`src/hw/rtl/rbpp_pkg.sv`:
```
// shared types, constants and root table for the rank biased parent picker
package rbpp_pkg;

   localparam int MAX_FRONTS     = 256;
   localparam int MAX_FRONT_SIZE = 4096;
   localparam int FRAC_BITS      = 16;

   typedef enum logic [0:0] {
      CMD_LOAD   = 1'b0,
      CMD_SELECT = 1'b1
   } command_type;

   typedef struct packed {
      command_type command;
      logic [7:0]  front_index;
      logic [12:0] front_size;
      logic [8:0]  front_count;
      logic [31:0] draw_front_first;
      logic [31:0] draw_front_second;
      logic [31:0] draw_member_first;
      logic [31:0] draw_member_second;
   } job_type;

   typedef enum logic [3:0] {
      ST_IDLE,
      ST_NORM,
      ST_SQR,
      ST_LOG,
      ST_EXP,
      ST_SCALE,
      ST_FRONT,
      ST_READ,
      ST_MEMBER
   } engine_state_type;

   function automatic logic [63:0] isqrt64(logic [63:0] v_in);
      logic [63:0] v;
      logic [63:0] r;
      logic [63:0] b;
      v = v_in;
      r = '0;
      b = 64'h4000_0000_0000_0000;
      for (int i = 0; i < 32; i++) begin
         if (v >= r + b) begin
            v = v - (r + b);
            r = (r >> 1) + b;
         end else begin
            r = r >> 1;
         end
         b = b >> 2;
      end
      return r;
   endfunction

   // 2^(-2^-(k+1)) in q0.32, truncated square root chain
   function automatic logic [31:0] root_value(int k);
      logic [63:0] c;
      c = 64'h0000_0000_8000_0000;
      for (int j = 0; j <= k; j++) begin
         c = isqrt64(c << 32);
      end
      return c[31:0];
   endfunction

   localparam logic [31:0] ROOT_TABLE [FRAC_BITS] = '{
      root_value(0),  root_value(1),  root_value(2),  root_value(3),
      root_value(4),  root_value(5),  root_value(6),  root_value(7),
      root_value(8),  root_value(9),  root_value(10), root_value(11),
      root_value(12), root_value(13), root_value(14), root_value(15)
   };

endpackage

```
`src/hw/rtl/rbpp_front.sv`:
```
// input side: accepts items, classifies and saturates them, queues them
module rbpp_front (
   input  logic              clock,
   input  logic              reset,
   input  logic              req_tvalid,
   output logic              req_tready,
   input  logic [159:0]      req_tdata,
   input  logic              req_tuser,
   output logic              q_valid,
   output rbpp_pkg::job_type q_item,
   input  logic              q_pop
);

   rbpp_pkg::job_type queue_ff [2];
   rbpp_pkg::job_type job_in;
   logic       wr_ptr_ff, wr_ptr_in;
   logic       rd_ptr_ff, rd_ptr_in;
   logic [1:0] fill_ff, fill_in;
   logic       push;
   logic       pop;
   logic [12:0] size_raw;
   logic [8:0]  count_raw;

   assign req_tready = (fill_ff != 2'd2);
   assign push       = req_tvalid && req_tready;
   assign q_valid    = (fill_ff != 2'd0);
   assign pop        = q_pop && q_valid;
   assign q_item     = queue_ff[rd_ptr_ff];

   assign size_raw  = req_tdata[20:8];
   assign count_raw = req_tdata[29:21];

   always_comb begin
      job_in.command            = rbpp_pkg::command_type'(req_tuser);
      job_in.front_index        = req_tdata[7:0];
      job_in.front_size         = (size_raw > 13'(rbpp_pkg::MAX_FRONT_SIZE)) ?
                                  13'(rbpp_pkg::MAX_FRONT_SIZE) : size_raw;
      if (count_raw == 9'd0) begin
         job_in.front_count = 9'd1;
      end else if (count_raw > 9'(rbpp_pkg::MAX_FRONTS)) begin
         job_in.front_count = 9'(rbpp_pkg::MAX_FRONTS);
      end else begin
         job_in.front_count = count_raw;
      end
      job_in.draw_front_first   = req_tdata[61:30];
      job_in.draw_front_second  = req_tdata[93:62];
      job_in.draw_member_first  = req_tdata[125:94];
      job_in.draw_member_second = req_tdata[157:126];
      wr_ptr_in = push ? ~wr_ptr_ff : wr_ptr_ff;
      rd_ptr_in = pop ? ~rd_ptr_ff : rd_ptr_ff;
      fill_in   = fill_ff + 2'(push) - 2'(pop);
   end

   always_ff @(posedge clock) begin
      if (reset) begin
         wr_ptr_ff <= 1'b0;
         rd_ptr_ff <= 1'b0;
         fill_ff   <= 2'd0;
      end else begin
         wr_ptr_ff <= wr_ptr_in;
         rd_ptr_ff <= rd_ptr_in;
         fill_ff   <= fill_in;
      end
   end

   always_ff @(posedge clock) begin
      if (push) begin
         queue_ff[wr_ptr_ff] <= job_in;
      end
   end

endmodule

```
`config.mk`:
```
export PLATFORM = sky130hd
export DESIGN_NAME = rbpp_front
export DESIGN_NICKNAME = d
export VERILOG_FILES = /design/src/hw/rtl/rbpp_pkg.sv /design/src/hw/rtl/rbpp_front.sv
export SDC_FILE = /design/constraint.sdc
export NUM_CORES = 1
export LEC_CHECK = 0
export ABC_AREA = 1
export BUFFER_PORTS_ARGS = -buffer_cell sky130_fd_sc_hd__clkbuf_2
export CORE_MARGIN = 3
export CORE_UTILIZATION = 53
export DETAILED_ROUTE_END_ITERATION = 16
export GPL_TIMING_DRIVEN = 1
export PLACE_DENSITY = 0.8
export SLEW_MARGIN = 20
export SYNTH_ARGS = -nofsm -noshare
export SYNTH_HDL_FRONTEND = slang
export SYNTH_SLANG_ARGS = --single-unit
export TNS_END_PERCENT = 20
```
`constraint.sdc`:
```
create_clock -name clock -period 10.2 [get_ports clock]
set_input_delay 1.53 -clock clock [delete_from_list [all_inputs] [get_ports clock]]
set_output_delay 1.53 -clock clock [all_outputs]
set_load 0.005 [all_outputs]
```
==> metrics.md <==
| Metric | Value |
|---|---|
| Fill count | 1534 |
| CTS tree | done |
| DP Area | 14300 um^2 |
| Crit-path slowest cell | buf_4 |
| Netlist Area Pre-Place | between 10000 and 15000 um^2 |
| Final Cycle Share | 0.420 |
| Post-Syn Nets | 759 |
| Io pins | approximately 330 |
| Fmax | 0.233 GHz |
| Arrival time at the worst endpoint | 2760 ps |
| Post-synthesis sequential area ratio | 0.779 |
| CTS Buffer Depth | 3 |
| Most common cell in the netlist | edfxtp_1 |
| Die area | ~25000 um^2 |
| Die Ht | 159 um |
| Main synth FF type | edfxtp_1 |
| Clk_lat worst skew | 530 ps |
| Nets | 1099 |
| Worst-path clk slew | 60 ps |
| Chip Width | 159 um |
| DRT antenna net count | 0 |
| CP max stage delay | between 800 and 900 ps |
| Slew Viols, Final | 0 |
| Grt ovf | 0 |
| Total Power | 3.71 mW |
| DRC | 0 |
| Final hold violations | 0 |
| PwrDens | 243 nW/um^2 |
| Std-Cell Rows | between 50 and 60 |
| IO Port Bufs | approximately 320 |
| Initial antenna violation count | 0 |
| Area Growth Syn to Fin | 23.3% |
| Critical path cell sequence | buf_4 > mux2_2 > clkbuf_2 |
| Detailed placer's ending HPWL | around 16000 um |
| Mapped Cells | 593 |
| Final Setup Violations | 0 |
| Root Driver | clkbuf_16 |
| Synth cell types | 15 |
| Core area | 22800 um^2 |
| Util after Layout | 0.671 |
| Static leakage | roughly 6.1 nW |
| Post-synth ARST share | 0 |
| Maxcap violations | 0 |
| Dpl ws | 6420 ps |
| RSZ-0062 raised after global routing | no |
| FF+latch count, synth | 323 |
| Final setup margin | 5910 ps |
| Normalized max-slew margin | 0.300 |
| Tot GR Track Use | 0.178 |
| Setup Buffers After CTS | 0 |
| First-pass GRT wire length | 35800 um |
| Average size of a mapped cell | 20.9 um^2 |
| Worst r2r src | fill_ff[0] |
| Design area | 15300 um^2 |
| N_diodes | 0 |
| Placer Congestion | approximately 0.75 |
| Synth warnings | 0 |
| R2R depth | 5 |
| CTS Hold Bufs | 0 |
| Placed insts | 1213 |
| Tightest Pin Transition | roughly 1100 ps |
| Setup TNS | 0 ps |
| Tightest Hold Check Type | register to register |
| Number of global-route vias before repair | 6565 |
| WHS | 478 ps |
| Clock Sink Count | 323 |
| WL/cell | 18.2 um |
| Peak VDD IR | 0.000204 V |
| Cts bufs inserted | 31 |
| Reg2Reg Setup Slack | ~7700 ps |
| Layout cell share with drive strength beyond 1 | 0.557 |
| Final worst path period need | 4290 ps |
| Reg2reg end | queue_ff[0][124] |
| EDFF count, synth | roughly 320 |
| Post-synth top area cell | edfxtp_1 |
| Worst-path fanout max | 64 |
| 1st-iter DRT viols | 399 |
| DRT Pass-1 Iters | 4 |
| Clock Skew | 7.87 ps |
| Largest net degree at the start of global routing | 79 |
| WL final | 23200 um |
| Setup crit end kind | output port |
| Required time of the critical path | 8670 ps |
| Status | complete, no violations |
| Synth top area share | 0.771 |
| Via count | 6381 |
| Setup CP Type | register to output port |
| Most area-consuming cells after synthesis | edfxtp_1 77%, mux2_4 12%, mux2_2 5.3% |
| Hold path depth | 2 |
| CTS resizes | 0 |
| CTS H-tree lvls | 1 |
| Top post-synthesis cells by count | 318 x edfxtp_1, 101 x mux2_4, 58 x mux2_2, 28 x inv_1, 22 x nor2_1 |
| Cell Count, Final, Fillers Out | 1270 |
| Via density | 5.02 |
| CP startpoint kind | register |
| Initial Util | 0.544 |
| Hold Crit Start | rd_ptr_ff |
[worst max path at each step]
| stage | slack [ps] | startpoint | endpoint |
|---|---|---|---|
| 5_1_grt | 5750 | register | q_item[20] |
| 2_1_floorplan | 1240 | req_tvalid | queue_ff[0][0] |
| 6_report | 5910 | register | q_item[23] |
| 3_3_place_gp | 6410 | register | q_item[8] |
| 3_5_place_dp | 6420 | register | q_item[8] |
| 4_1_cts | 5830 | register | q_item[33] |
[final cells by class]
type / count / area (um^2) / share of cell area
flip-flops and latches: 323 / 9650 / 0.632
multi-input cells: 220 / 2450 / 0.161
repair buffers: 329 / 1660 / 0.109
clock buffers: 43 / 841 / 0.0550
well taps: 313 / 392 / 0.0256
clock inverters: 14 / 170 / 0.0111
inverters: 28 / 105 / 0.00688
[power breakdown]
| part | internal (mW) | switching, mW | leakage [nW] |
|---|---|---|---|
| Clock | 0.674 | 0.446 | 0.489 |
| Combinational | 0.437 | 0.399 | 2.56 |
| Sequential | 1.69 | 0.0654 | 3.02 |
[registers in the layout (all words and copies together), names as in the netlist, named ones only]
name	count
wr_ptr_ff	1
rd_ptr_ff	1
queue_ff	318
fill_ff	2
[critical path, delay by kind of cell, from the launching register on]
| kind | cells | cell delay (ps) |
|---|---|---|
| buffers and inverters | 2 | 970 |
| flip-flops | 1 | 740 |
| multiplexers | 1 | 420 |
[cells in the final DEF (no fill, tap or decap)]
cell type,synthesis,final
clkbuf_16,0,31
o21ai_0,2,2
mux2_2,58,58
inv_1,28,28
edfxtp_1,318,318
nor2_4,0,2
bufinv_16,0,4
buf_4,0,6
ha_1,1,1
clkbuf_1,3,10
clkbuf_2,0,323
clkinvlp_4,0,1
clkinv_2,0,3
clkbuf_8,0,2
dfxtp_1,5,4
mux2_4,101,101
a21oi_1,16,16
clkinv_1,0,5
nand2_1,17,17
nor2_1,22,20
inv_6,0,1
dfxtp_4,0,1
xor2_1,1,1
nand3_1,2,2
[routing by layer]
| metal | wire [um] | up-vias | global-route usage |
|---|---|---|---|
| li1 | - | 2961 | - |
| met5 | 0 | - | 0 |
| met3 | 2060 | 53 | 0.0519 |
| met2 | 11600 | 281 | 0.299 |
| met4 | 718 | 0 | 0.0617 |
| met1 | 8830 | 3086 | 0.223 |
[cell families after synthesis]
| group | Yosys count | synth area share |
|---|---|---|
| multiplexers | 159 | 0.175 |
| buffers and inverters | 50 | 0.0241 |
| adder cells (fa/ha/maj) | 1 | 0.00101 |
| AND/OR/NAND/NOR | 41 | 0.0126 |
| AO/OA/AOI/OAI | 18 | 0.00727 |
| XOR/XNOR | 1 | 0.000707 |
| flip-flops | 323 | 0.779 |
No activity file was read; power rests on OpenSTA's default activity.
